`config.mk`:
```
export PLATFORM = sky130hd
export DESIGN_NAME = json_key_value_finder_top
export DESIGN_NICKNAME = d
export VERILOG_FILES = /design/src/jkv_pkg.sv /design/src/jkv_ram.sv /design/src/jkv_queue.sv /design/src/jkv_front.sv /design/src/jkv_back.sv /design/src/json_key_value_finder_top.sv
export SDC_FILE = /design/constraint.sdc
export NUM_CORES = 2
export LEC_CHECK = 0
export BUFFER_PORTS_ARGS = -buffer_cell sky130_fd_sc_hd__buf_2
export CORE_MARGIN = 4
export CORE_UTILIZATION = 32
export CTS_BUF_LIST = sky130_fd_sc_hd__clkbuf_4 sky130_fd_sc_hd__clkbuf_8 sky130_fd_sc_hd__clkbuf_16
export DETAILED_ROUTE_END_ITERATION = 10
export GPL_ROUTABILITY_DRIVEN = 0
export GPL_TIMING_DRIVEN = 1
export SLEW_MARGIN = 10
export SYNTH_ARGS = -nofsm -noshare
export SYNTH_HDL_FRONTEND = slang
export SYNTH_SLANG_ARGS = --single-unit
```
`constraint.sdc`:
```
create_clock -name clk -period 3.5 [get_ports clk]
set_clock_uncertainty 0.1 [all_clocks]
set_input_delay 0.7 -clock clk [delete_from_list [all_inputs] [get_ports clk]]
set_output_delay 0.7 -clock clk [all_outputs]
set_load 0.005 [all_outputs]
```
`src/jkv_pkg.sv`:
```
// Package for the JSON key/value finder: sizes, character codes, scan phases,
// register indexes and the structs passed between the front, queue and back.
// No dependencies.
`default_nettype none
package jkv_pkg;

	// Longest key that can match and size of one value buffer.
	localparam int KEY_MAX   = 16;
	localparam int VALUE_MAX = 64;

	// Derived widths.
	localparam int KCNT_W = $clog2(KEY_MAX + 1);
	localparam int KIDX_W = (KEY_MAX > 1) ? $clog2(KEY_MAX) : 1;
	localparam int CNT_W  = $clog2(VALUE_MAX + 1);
	localparam int VIDX_W = (VALUE_MAX > 1) ? $clog2(VALUE_MAX) : 1;
	// The value RAM holds two buffers; the top address bit picks the buffer.
	localparam int ADDR_W    = VIDX_W + 1;
	localparam int RAM_DEPTH = 2 ** ADDR_W;

	// Configuration register indexes.
	localparam logic [1:0] REG_KEY_LOW    = 2'd0;
	localparam logic [1:0] REG_KEY_HIGH   = 2'd1;
	localparam logic [1:0] REG_KEY_LENGTH = 2'd2;
	localparam logic [1:0] REG_OCCURRENCE = 2'd3;

	// Character codes.
	localparam logic [7:0] CH_QUOTE  = 8'h22;
	localparam logic [7:0] CH_COLON  = 8'h3A;
	localparam logic [7:0] CH_COMMA  = 8'h2C;
	localparam logic [7:0] CH_LBRACE = 8'h7B;
	localparam logic [7:0] CH_LBRACK = 8'h5B;
	localparam logic [7:0] CH_RBRACE = 8'h7D;
	localparam logic [7:0] CH_RBRACK = 8'h5D;

	// Scan phases of the front.
	typedef enum logic [2:0] {
		PH_SCAN,
		PH_NAME,
		PH_COLON,
		PH_VALUE,
		PH_DONE
	} phase_t;

	// One finished record, handed from the front to the back.
	typedef struct packed {
		logic             bank;
		logic             found;
		logic             first;
		logic [CNT_W-1:0] n;
		logic             trunc;
	} rec_desc_t;

	// Write side of the value RAM.
	typedef struct packed {
		logic              we;
		logic [ADDR_W-1:0] addr;
		logic [7:0]        data;
	} ram_wr_t;

	// Read side of the value RAM.
	typedef struct packed {
		logic              re;
		logic [ADDR_W-1:0] addr;
	} ram_rd_t;

	// Status of the record queue.
	typedef struct packed {
		logic full;
		logic empty;
	} q_stat_t;

	// Whitespace as JSON trimming sees it.
	function automatic logic is_space(input logic [7:0] c);
		return (c == 8'd32) || (c inside {[8'd9:8'd13]});
	endfunction

endpackage
`default_nettype wire

```
`src/jkv_ram.sv`:
```
// Generic simple dual-port RAM: one write port, one read port with registered data.
// No dependencies.
`default_nettype none
module jkv_ram #(
	parameter int WIDTH = 8,
	parameter int DEPTH = 128
) (
	input  wire logic                     clk,
	input  wire logic                     we,
	input  wire logic [$clog2(DEPTH)-1:0] waddr,
	input  wire logic [WIDTH-1:0]         wdata,
	input  wire logic                     re,
	input  wire logic [$clog2(DEPTH)-1:0] raddr,
	output logic      [WIDTH-1:0]         rdata
);

	logic [WIDTH-1:0] mem_q [DEPTH];
	logic [WIDTH-1:0] rdata_q;

	// Write port.
	always_ff @(posedge clk) begin
		if (we) begin
			mem_q[waddr] <= wdata;
		end
	end

	// Read port; the data holds while no read is enabled.
	always_ff @(posedge clk) begin
		if (re) begin
			rdata_q <= mem_q[raddr];
		end
	end

	assign rdata = rdata_q;

endmodule
`default_nettype wire

```
`src/jkv_queue.sv`:
```
// Two-entry record queue between the scanning front and the emitting back.
// Depends on jkv_pkg.
`default_nettype none
module jkv_queue (
	input  wire logic               clk,
	input  wire logic               arst_n,
	input  wire logic               push,
	input  wire jkv_pkg::rec_desc_t push_desc,
	input  wire logic               pop,
	output jkv_pkg::rec_desc_t      head,
	output jkv_pkg::q_stat_t        stat
);

	jkv_pkg::rec_desc_t slot_q [2];
	logic               wr_ptr_q;
	logic               rd_ptr_q;
	logic [1:0]         cnt_q;

	// Entry storage.
	always_ff @(posedge clk) begin
		if (push) begin
			slot_q[wr_ptr_q] <= push_desc;
		end
	end

	// Pointers and fill count.
	always_ff @(posedge clk or negedge arst_n) begin
		if (!arst_n) begin
			wr_ptr_q <= 1'b0;
			rd_ptr_q <= 1'b0;
			cnt_q    <= 2'd0;
		end else begin
			if (push) begin
				wr_ptr_q <= ~wr_ptr_q;
			end
			if (pop) begin
				rd_ptr_q <= ~rd_ptr_q;
			end
			if (push && !pop) begin
				cnt_q <= cnt_q + 2'd1;
			end else if (pop && !push) begin
				cnt_q <= cnt_q - 2'd1;
			end
		end
	end

	assign head       = slot_q[rd_ptr_q];
	assign stat.full  = cnt_q[1];
	assign stat.empty = (cnt_q == 2'd0);

endmodule
`default_nettype wire

```
`src/jkv_front.sv`:
```
// Scanning front of the JSON key/value finder: config registers, name matching,
// value capture into the RAM and record hand-off. Depends on jkv_pkg.
`default_nettype none
module jkv_front (
	input  wire logic               clk,
	input  wire logic               arst_n,
	input  wire logic               cfg_we,
	input  wire logic [1:0]         cfg_index,
	input  wire logic [63:0]        cfg_data,
	input  wire logic               accept,
	input  wire logic [7:0]         text_byte,
	input  wire logic               text_last,
	output jkv_pkg::ram_wr_t        ram_wr,
	output logic                    push,
	output jkv_pkg::rec_desc_t      push_desc
);

	// Configuration registers.
	logic [63:0] key_low_q;
	logic [63:0] key_high_q;
	logic [4:0]  key_length_q;
	logic [7:0]  occurrence_q;

	// Record state.
	jkv_pkg::phase_t            phase_q, phase_n;
	logic                       armed_q, armed_n;
	logic [jkv_pkg::KCNT_W-1:0] seen_q, seen_n;
	logic                       match_q, match_n;
	logic [7:0]                 left_q, left_n;
	logic [jkv_pkg::CNT_W-1:0]  count_q, count_n;
	logic [jkv_pkg::CNT_W-1:0]  end_q, end_n;
	logic                       ovf_q, ovf_n;
	logic [7:0]                 first_byte_q, first_byte_n;
	logic                       bank_q;

	logic                       found;
	logic [jkv_pkg::CNT_W-1:0]  rec_end;
	logic                       drop_first;
	logic [127:0]               key_all;
	logic [7:0]                 key_ch;

	// Key character at the current name position.
	assign key_all = {key_high_q, key_low_q};
	assign key_ch  = key_all[8 * seen_q[jkv_pkg::KIDX_W-1:0] +: 8];

	// Next record state for the accepted byte.
	always_comb begin
		phase_n      = phase_q;
		armed_n      = armed_q;
		seen_n       = seen_q;
		match_n      = match_q;
		left_n       = left_q;
		count_n      = count_q;
		end_n        = end_q;
		ovf_n        = ovf_q;
		first_byte_n = first_byte_q;
		ram_wr.we    = 1'b0;
		ram_wr.addr  = {bank_q, count_q[jkv_pkg::VIDX_W-1:0]};
		ram_wr.data  = text_byte;
		if (accept) begin
			case (phase_q)
				jkv_pkg::PH_SCAN: begin
					if (armed_q && text_byte == jkv_pkg::CH_QUOTE) begin
						armed_n = 1'b0;
						seen_n  = '0;
						match_n = 1'b1;
						phase_n = jkv_pkg::PH_NAME;
					end else if (text_byte inside {jkv_pkg::CH_COMMA, jkv_pkg::CH_LBRACE,
						jkv_pkg::CH_LBRACK}) begin
						armed_n = 1'b1;
					end
				end
				jkv_pkg::PH_NAME: begin
					if (text_byte == jkv_pkg::CH_QUOTE) begin
						if (match_q && 5'(seen_q) == key_length_q) begin
							left_n = left_q - 8'd1;
						end
						phase_n = (left_n == 8'd0) ? jkv_pkg::PH_COLON : jkv_pkg::PH_SCAN;
					end else if (32'(seen_q) < jkv_pkg::KEY_MAX) begin
						if (text_byte != key_ch) begin
							match_n = 1'b0;
						end
						seen_n = seen_q + 1'b1;
					end else begin
						match_n = 1'b0;
					end
				end
				jkv_pkg::PH_COLON: begin
					if (text_byte == jkv_pkg::CH_COLON) begin
						phase_n = jkv_pkg::PH_VALUE;
					end
				end
				jkv_pkg::PH_VALUE: begin
					if (text_byte inside {jkv_pkg::CH_COMMA, jkv_pkg::CH_RBRACE,
						jkv_pkg::CH_RBRACK}) begin
						phase_n = jkv_pkg::PH_DONE;
					end else if (count_q == '0 && jkv_pkg::is_space(text_byte)) begin
						// Leading whitespace is skipped.
					end else if (32'(count_q) < jkv_pkg::VALUE_MAX) begin
						ram_wr.we = 1'b1;
						count_n   = count_q + 1'b1;
						if (!jkv_pkg::is_space(text_byte)) begin
							end_n = count_q + 1'b1;
						end
						if (count_q == '0) begin
							first_byte_n = text_byte;
						end
					end else if (!jkv_pkg::is_space(text_byte)) begin
						ovf_n = 1'b1;
					end
				end
				default: begin
				end
			endcase
		end
	end

	// Record summary from the state after the last byte.
	assign found      = (phase_n == jkv_pkg::PH_COLON) || (phase_n == jkv_pkg::PH_VALUE) ||
		(phase_n == jkv_pkg::PH_DONE);
	assign rec_end    = found ? end_n : '0;
	assign drop_first = (32'(rec_end) >= 2) && (first_byte_n == jkv_pkg::CH_QUOTE);

	// A quoted value loses both its opening and its closing byte.
	assign push            = accept && text_last;
	assign push_desc.bank  = bank_q;
	assign push_desc.found = found;
	assign push_desc.first = drop_first;
	assign push_desc.n     = rec_end - jkv_pkg::CNT_W'({drop_first, 1'b0});
	assign push_desc.trunc = found && ovf_n;

	// Config registers and record state; the last byte of a record clears it.
	always_ff @(posedge clk or negedge arst_n) begin
		if (!arst_n) begin
			key_low_q    <= '0;
			key_high_q   <= '0;
			key_length_q <= '0;
			occurrence_q <= 8'd1;
			phase_q      <= jkv_pkg::PH_SCAN;
			armed_q      <= 1'b0;
			seen_q       <= '0;
			match_q      <= 1'b1;
			left_q       <= 8'd1;
			count_q      <= '0;
			end_q        <= '0;
			ovf_q        <= 1'b0;
			bank_q       <= 1'b0;
		end else begin
			if (push) begin
				phase_q <= jkv_pkg::PH_SCAN;
				armed_q <= 1'b0;
				seen_q  <= '0;
				match_q <= 1'b1;
				left_q  <= occurrence_q;
				count_q <= '0;
				end_q   <= '0;
				ovf_q   <= 1'b0;
				bank_q  <= ~bank_q;
			end else begin
				phase_q <= phase_n;
				armed_q <= armed_n;
				seen_q  <= seen_n;
				match_q <= match_n;
				left_q  <= left_n;
				count_q <= count_n;
				end_q   <= end_n;
				ovf_q   <= ovf_n;
			end
			if (cfg_we) begin
				case (cfg_index)
					jkv_pkg::REG_KEY_LOW:    key_low_q    <= cfg_data;
					jkv_pkg::REG_KEY_HIGH:   key_high_q   <= cfg_data;
					jkv_pkg::REG_KEY_LENGTH: key_length_q <= cfg_data[4:0];
					jkv_pkg::REG_OCCURRENCE: begin
						occurrence_q <= cfg_data[7:0];
						left_q       <= cfg_data[7:0];
					end
					default: begin
					end
				endcase
			end
		end
	end

	// First value byte, needed for the quote check.
	always_ff @(posedge clk) begin
		first_byte_q <= first_byte_n;
	end

endmodule
`default_nettype wire

```
`src/jkv_back.sv`:
```
// Emitting back of the JSON key/value finder: walks each queued record through
// the value RAM and drives the output register. Depends on jkv_pkg.
`default_nettype none
module jkv_back (
	input  wire logic               clk,
	input  wire logic               arst_n,
	input  wire jkv_pkg::rec_desc_t head,
	input  wire jkv_pkg::q_stat_t   stat,
	output logic                    pop,
	output jkv_pkg::ram_rd_t        ram_rd,
	input  wire logic [7:0]         ram_rdata,
	output logic                    m_tvalid,
	input  wire logic               m_tready,
	output logic [7:0]              m_tdata,
	output logic                    m_tlast,
	output logic [2:0]              m_tuser
);

	logic                      valid_q;
	logic                      last_q;
	logic                      found_q;
	logic                      empty_q;
	logic                      trunc_q;
	logic [jkv_pkg::CNT_W-1:0] k_q;

	logic                      advance;
	logic                      issue;
	logic                      head_empty;
	logic                      item_last;

	// The output register moves when it is empty or being taken.
	assign advance    = !valid_q || m_tready;
	assign issue      = advance && !stat.empty;
	assign head_empty = (head.n == '0);
	assign item_last  = head_empty || (k_q + 1'b1 == head.n);
	assign pop        = issue && item_last;

	// RAM read of the next value byte; the data lands with the output register.
	assign ram_rd.re   = issue && !head_empty;
	assign ram_rd.addr = {head.bank,
		jkv_pkg::VIDX_W'(k_q + jkv_pkg::CNT_W'(head.first))};

	// Item counter and output control.
	always_ff @(posedge clk or negedge arst_n) begin
		if (!arst_n) begin
			valid_q <= 1'b0;
			k_q     <= '0;
		end else if (advance) begin
			valid_q <= issue;
			if (issue) begin
				k_q <= item_last ? '0 : k_q + 1'b1;
			end
		end
	end

	// Output side fields.
	always_ff @(posedge clk) begin
		if (issue) begin
			last_q  <= item_last;
			found_q <= head.found;
			empty_q <= head_empty;
			trunc_q <= head.trunc;
		end
	end

	assign m_tvalid = valid_q;
	assign m_tdata  = empty_q ? 8'd0 : ram_rdata;
	assign m_tlast  = last_q;
	assign m_tuser  = {trunc_q, empty_q, found_q};

endmodule
`default_nettype wire

```
`src/json_key_value_finder_top.sv`:
```
// Top level of the JSON key/value finder: front, record queue, back and value RAM.
// Depends on jkv_pkg, jkv_ram, jkv_queue, jkv_front and jkv_back.
//
// The block scans a JSON record one byte per cycle and, on the record's last byte,
// hands the value of the requested occurrence of the configured key to the output
// side, which emits it one word per cycle while the receiver is ready (or a single
// empty word). The value RAM holds two buffers, so the next record is scanned while
// the previous one drains; input is taken at one byte per cycle while fewer than two
// finished records wait, and stalls only when both buffers are still being emitted.
// No clearing pass runs after reset. Configuration is written by the user while the
// block is idle; the block itself does not enforce this.
`default_nettype none
module json_key_value_finder_top (
	input  wire logic        clk,
	input  wire logic        arst_n,
	input  wire logic        cfg_we,
	input  wire logic [1:0]  cfg_index,
	input  wire logic [63:0] cfg_data,
	input  wire logic        s_tvalid,
	output logic             s_tready,
	input  wire logic [7:0]  s_tdata,   // [7:0] text_byte
	input  wire logic        s_tlast,   // text_last
	output logic             m_tvalid,
	input  wire logic        m_tready,
	output logic [7:0]       m_tdata,   // [7:0] value_byte
	output logic             m_tlast,   // value_last
	output logic [2:0]       m_tuser    // [0] key_found, [1] value_empty, [2] value_truncated
);

	jkv_pkg::ram_wr_t   ram_wr;
	jkv_pkg::ram_rd_t   ram_rd;
	logic [7:0]         ram_rdata;
	jkv_pkg::rec_desc_t push_desc;
	jkv_pkg::rec_desc_t head;
	jkv_pkg::q_stat_t   stat;
	logic               push;
	logic               pop;
	logic               accept;

	// A word is taken while a buffer is free.
	assign s_tready = !stat.full;
	assign accept   = s_tvalid && s_tready;

	jkv_front u_front (
		.clk       (clk),
		.arst_n    (arst_n),
		.cfg_we    (cfg_we),
		.cfg_index (cfg_index),
		.cfg_data  (cfg_data),
		.accept    (accept),
		.text_byte (s_tdata),
		.text_last (s_tlast),
		.ram_wr    (ram_wr),
		.push      (push),
		.push_desc (push_desc)
	);

	jkv_queue u_queue (
		.clk       (clk),
		.arst_n    (arst_n),
		.push      (push),
		.push_desc (push_desc),
		.pop       (pop),
		.head      (head),
		.stat      (stat)
	);

	jkv_ram #(
		.WIDTH (8),
		.DEPTH (jkv_pkg::RAM_DEPTH)
	) u_ram (
		.clk   (clk),
		.we    (ram_wr.we),
		.waddr (ram_wr.addr),
		.wdata (ram_wr.data),
		.re    (ram_rd.re),
		.raddr (ram_rd.addr),
		.rdata (ram_rdata)
	);

	jkv_back u_back (
		.clk       (clk),
		.arst_n    (arst_n),
		.head      (head),
		.stat      (stat),
		.pop       (pop),
		.ram_rd    (ram_rd),
		.ram_rdata (ram_rdata),
		.m_tvalid  (m_tvalid),
		.m_tready  (m_tready),
		.m_tdata   (m_tdata),
		.m_tlast   (m_tlast),
		.m_tuser   (m_tuser)
	);

`ifndef ASSERT_OFF
	// The front never writes the buffer that the back is reading.
	a_bank_split: assert property (@(posedge clk) disable iff (!arst_n)
		(ram_wr.we && ram_rd.re) |-> (ram_wr.addr[jkv_pkg::ADDR_W-1] !=
		ram_rd.addr[jkv_pkg::ADDR_W-1]))
		else $error("value RAM write and read hit the same buffer");

	// An empty result is always the only and last word of its record.
	a_empty_last: assert property (@(posedge clk) disable iff (!arst_n)
		(m_tvalid && m_tuser[1]) |-> m_tlast)
		else $error("empty result not marked last");

	// A value byte is only emitted when the key was found.
	a_byte_found: assert property (@(posedge clk) disable iff (!arst_n)
		(m_tvalid && !m_tuser[1]) |-> m_tuser[0])
		else $error("value byte emitted without a found key");
`endif

endmodule
`default_nettype wire

```
**Yosys cells after proc, flatten, opt, wreduce, memory -nomap -nowiden**

Memory sizes are Yosys's and may differ from the RTL's. A register that Yosys moved wholly into a read port is not among the register bits.
Index checks and enable logic that the tools add are counted.

- Bits of input ports: 80
- Latch bits: 0
- Bits in registers: 199
- Bits in read-only memories: 0
- Memories kept: 2
- RAM bits: 1046
- Logic and storage cells: 193

- Bitwise logic cells: 3
- Equality and inequality tests: 27
- Add/subtract/negate cells: 8
- Shift operators: 1
- Multiply operators: 0
- Multiplexer cells: 76
- Divide/modulo/power cells: 0
- Reductions and logical operators: 48
- Order comparisons: 5

Memories:

| memory | words | bits a word | read ports | clocked after Yosys merged registers in | wr ports | line | source |
|---|---|---|---|---|---|---|---|
| u_ram.mem_q | 128 | 8 | 1 | 1 | 1 | jkv_ram.sv:17 | `logic [WIDTH-1:0] mem_q [DEPTH];` |
| u_queue.slot_q | 2 | 11 | 1 | 0 | 1 | jkv_queue.sv:14 | `jkv_pkg::rec_desc_t slot_q [2];` |

Operators by type and width:

| operator | count |
|---|---|
| $mux W8 | 17 |
| $shiftx A128 B8 Y8 | 1 |
| $mux W7 | 15 |
| $eq A8 B6 Y1 const B | 5 |
| $eq A8 B7 Y1 const B | 4 |
| $mux W1 | 27 |
| $mux W5 | 5 |
| $mux W3 | 6 |
| $reduce_and A5 Y1 | 3 |
| $add A7 B1 Y7 const B | 2 |
| $logic_not A7 Y1 | 2 |
| $logic_and A1 B1 Y1 | 13 |
| $eq A3 B2 Y1 const B | 4 |
| $pmux W3 S4 | 1 |
| $reduce_bool A3 Y1 | 4 |
| $pmux W5 S2 | 1 |
| $reduce_and A2 Y1 | 5 |
| $reduce_bool A2 Y1 | 5 |
| $ge A8 B4 Y1 const B | 1 |
| $le A8 B4 Y1 const B | 1 |
| $logic_not A8 Y1 | 1 |
| $ne A8 B8 Y1 | 1 |
| $sub A8 B1 Y8 const B | 1 |
| $eq A7 B7 Y1 | 1 |
| 25 further kinds | 42 |

**Longest topological paths before layout**

- Word-level depth: 18
- Mapped depth: 15
- Gate-level depth less buffers: 12

**Modules after synthesis**

A second synthesis with hierarchy kept.

- Cells, all modules: 2551
- Area, all modules: 51096.5 sq um

By module, submodules not included:

| module | area an instance (sq um) | instances | cells each |
|---|---|---|---|
| jkv_ram | 39745.6 | 1 | 1635 |
| jkv_front | 9344.0 | 1 | 762 |
| jkv_queue | 1017.2 | 1 | 50 |
| jkv_back | 979.7 | 1 | 102 |
| json_key_value_finder_top | 10.0 | 1 | 2 |

**Worst setup path before layout**

Ideal clock, no wire load.

- Kind: in2reg
- From: in s_tdata[0]
- To: mem u_queue.slot_q[0][7] (netlist bit), data pin
- Data arrival time: 3.781 ns
- Stages on the path: 13
- Setup slack: -0.640 ns
- Path through: buf_2 > or4b_4 > a2111oi_4 > nor4_4 > nand2b_1 > buf_4 > mux2i_1 > a21oi_1 > a2111oi_0 > ha_1 > inv_1 > nor4_1 > and3b_1

RTL lines:

| element | line | source |
|---|---|---|
| start: declaration | json_key_value_finder_top.sv:21 | `input wire logic [7:0] s_tdata,` |
| end: declaration | jkv_queue.sv:14 |  |

**Final worst setup path**

- From: reg u_queue.rd_ptr_q
- To: reg u_ram.rdata_q[0], in the netlist u_ram.rdata[0] (read register of u_ram.mem_q), data pin

- Cells in the longest elaborated chain, start to end: 4
- Elaborated cells on any way between the ends: 5

RTL lines:

| element | line | source |
|---|---|---|
| start: declaration | jkv_queue.sv:16 | `logic rd_ptr_q;` |
| start signal: assignment | jkv_queue.sv:37 | `rd_ptr_q <= ~rd_ptr_q;` |
| $mem_v2 Z2 W11 (*) | -- |  |
| branches (longest 3 deep; another with $add A6 B1 Y6) | -- |  |
| end: declaration | jkv_ram.sv:18 | `logic [WIDTH-1:0] rdata_q;` |

Mark *: on every way between the ends.
A chain may end at the register's enable or synchronous reset.

==> results.json <==
{
  "numCtsBuffers": 134,
  "drt_wl_total_mm": 126,
  "grt_pass1_vias": 27800,
  "syn_avg_cell_area_um2": 17.8,
  "pre_cts_ws_ps": -585,
  "yosysWarnings": 0,
  "cp-end-kind": "flip-flop",
  "fmax_ghz": 0.289,
  "layoutNonFillerInstCount": 5379,
  "whs_ps": 77.3,
  "die_x_um": 407,
  "placed_area_mm2": 0.0559,
  "final_cell_mix": "edfxtp_1, nand2_1, mux4_2",
  "arrival_ps": 3870,
  "nFillCells": 14400,
  "slew_violations": 0,
  "path_class": "reg2reg",
  "p_int_mw": 33.7,
  "setup_violations": 0,
  "syn-num-nets": 2943,
  "grt_remaining_overflow": 0,
  "hp-start": "cfg_data[56]",
  "clockBufferDepth": 3,
  "hp-class": "in2reg",
  "power_density_mw_per_mm2": 807,
  "clockPowerShare": 0.301,
  "drive_gt1_frac": 0.328,
  "ant_nets": 0,
  "ir_drop_uv": 520,
  "combPwrFrac": 0.350,
  "tns_ps": 0,
  "seq_power_share": 0.349,
  "setup_slack_ps": 37.8,
  "dr.pass1.iters": 5,
  "vias_per_cell": 5.01,
  "wl_per_cell_um": 23.4,
  "final_common_cell": "edfxtp_1",
  "path_max_fanout": 6,
  "worst_r2r_startpoint": "u_queue.rd_ptr_q$_DFFE_PN0P_",
  "max_slew_margin": 0.236,
  "place_hpwl_mm": 80.9,
  "yosysSeqAreaShare": 0.720,
  "initial_core_util": 0.322,
  "antenna_found_initial": 16,
  "grt_usage": 0.152,
  "core_mm2": 0.158,
  "p_sw_mw": 15.3,
  "path_clk_slew_ps": 60,
  "ys.flop_type": "edfxtp_1",
  "ys_async_sr_fraction": 0.149,
  "tightest_slew_ps": 1130,
  "cp-start-kind": "flip-flop",
  "fin_crit_ps": 3460,
  "insertion_delay_ps": 760,
  "finalPower_mw": 49.1,
  "cts_tree": "yes",
  "placement.io_buffers": 93,
  "post-route-util": 0.384,
  "synthCells": 2853,
  "drc": 0,
  "grt_pass1_wl_mm": 188,
  "syn2layout_area_growth_pct": 19.5,
  "io_pins": 94,
  "cts_num_sinks": 1253,
  "cp.required_ps": 3900,
  "cap_violations": 0,
  "sw_frac_of_total": 0.312,
  "nNetsFinal": 3293,
  "via_count": 26900,
  "ys_seq_elements": 1253,
  "num_rows": 146,
  "ys_types": 73,
  "p_leak_nw": 20.7,
  "design_area_mm2": 0.0608,
  "hold_viol_final": 0,
  "placedCellCount": 5129,
  "clock-root-buffer": "clkbuf_16",
  "crit_start": "u_queue.rd_ptr_q$_DFFE_PN0P_",
  "outcome": "complete, no violations",
  "finalCritPeriodShare": 0.989,
  "h-tree-depth": 4,
  "chipHeight_um": 407,
  "drtIter0Drc": 2091,
  "synth_enable_flop_cells": 1058,
  "grt_start_max_net_pins": 130,
  "die-area_mm2": 0.165,
  "synth_area_mm2": 0.0509
}
[sequential cells by signal, indices dropped and copies added (netlist names), 2 cells and up]
register,cells
u_back.k_q,7
u_front.count_q,7
u_front.end_q,7
u_front.first_byte_q,8
u_front.key_high_q,64
u_front.key_length_q,5
u_front.key_low_q,64
u_front.left_q,8
u_front.occurrence_q,8
u_front.phase_q,3
u_front.seen_q,5
u_queue.cnt_q,2
u_queue.slot_q,22
u_ram.mem_q,1024
u_ram.rdata,8
[kinds of logic after synthesis]
| family | share of synthesized area |
|---|---|
| buffers and inverters | 0.0153 |
| adders and majority gates | 0.00246 |
| muxes | 0.171 |
| and+or+nand+nor | 0.0553 |
| xor gates and xnor gates | 0.0103 |
| DFF | 0.720 |
| AOI/OAI and AO/OA | 0.0260 |
[critical path, stage by stage (launching register included)]
cell     delay, ps
dfrtp_1        380
mux2_2         400
ha_4           400
buf_12         210
buf_4          150
buf_4          110
buf_4          140
mux4_2         490
nand2_1         80
nand2_1        100
a21oi_1        160
o22ai_1        180
a31oi_1        220
nand2_1         70
[power groups by stage]
| stage | combinational [mW] | clock (mW) | sequential [mW] |
|---|---|---|---|
| floorplan | 10.6 | 0 | 17.3 |
| global placement | 16.7 | 0 | 17.4 |
| detailed placement | 16.8 | 0 | 17.4 |
| CTS | 16.8 | 15.1 | 17.1 |
| global route | 18.4 | 15.8 | 17.2 |
| finish | 17.2 | 14.8 | 17.1 |
[timing repair]
action,CTS,global route
hold buffers,1,0
buffers inserted,0,7
endpoints found under the setup margin,0,140
hold endpoints to repair,56,0
gates resized for setup,0,26
[final cells by class]
class | count | area (um2) | area share
Inverter | 17 | 63.8 | 0.00105
Timing Repair Buffer | 380 | 3230 | 0.0532
Clock buffer | 163 | 3640 | 0.0599
Sequential cell | 1253 | 36600 | 0.602
Clock inverter | 73 | 990 | 0.0163
Tap cell | 2072 | 2590 | 0.0426
Antenna cell | 4 | 10.0 | 0.000165
Multi-Input combinational cell | 1417 | 13700 | 0.225
[cell usage after synthesis, types with 6 or more instances]
master    instances  area, um2
a21oi_1          80        400
a222oi_1          8       80.1
a31oi_1          28        175
a32oi_1           8       70.1
buf_1            31        116
buf_2            41        205
buf_4             8       60.1
clkbuf_1         84        315
dfrtp_1         184       4600
dfxtp_1           8        160
edfxtp_1       1058      31800
ha_1             10        125
inv_1            16       60.1
mux2_2          154       1730
mux2i_1          62        621
mux4_2          282       6350
nand2_1         307       1150
nand2b_1         10       62.6
nand3_1          44        220
nand4_1           8       50.1
nor2_1          176        661
nor2b_1          22        138
nor3_1           17       85.1
nor4_1            6       37.5
nor4b_1           8       70.1
o211ai_1          6       45.0
o21ai_0          29        145
o22ai_1          22        138
or3_1             8       50.1
xnor2_1          37        324
xor2_1           20        175
[final timing paths]
kind,endpoint,slack [ps],cells past startpoint
min reg2reg,u_front.first_byte_q[3]$_DFF_P_,360,2
max,u_ram.rdata[0]$_DFFE_PP_,40,13
min in group asynchronous,u_front.key_low_q[31]$_DFFE_PN0P_,380,2
max in group asynchronous,u_front.key_high_q[46]$_DFFE_PN0P_,2150,3
min,u_front.key_high_q[56]$_DFFE_PN0P_,80,2
max reg2reg,u_ram.rdata[0]$_DFFE_PP_,40,13
[metal layers]
layer  up-vias  routed length, um  GRT usage
li1      11900                  -          -
met1     14000              54100      0.208
met2       765              60600      0.246
met3       185               7730     0.0337
met4        18               3060     0.0424
met5         -                100          0
Note: power is estimated with default switching activity, not from simulation.
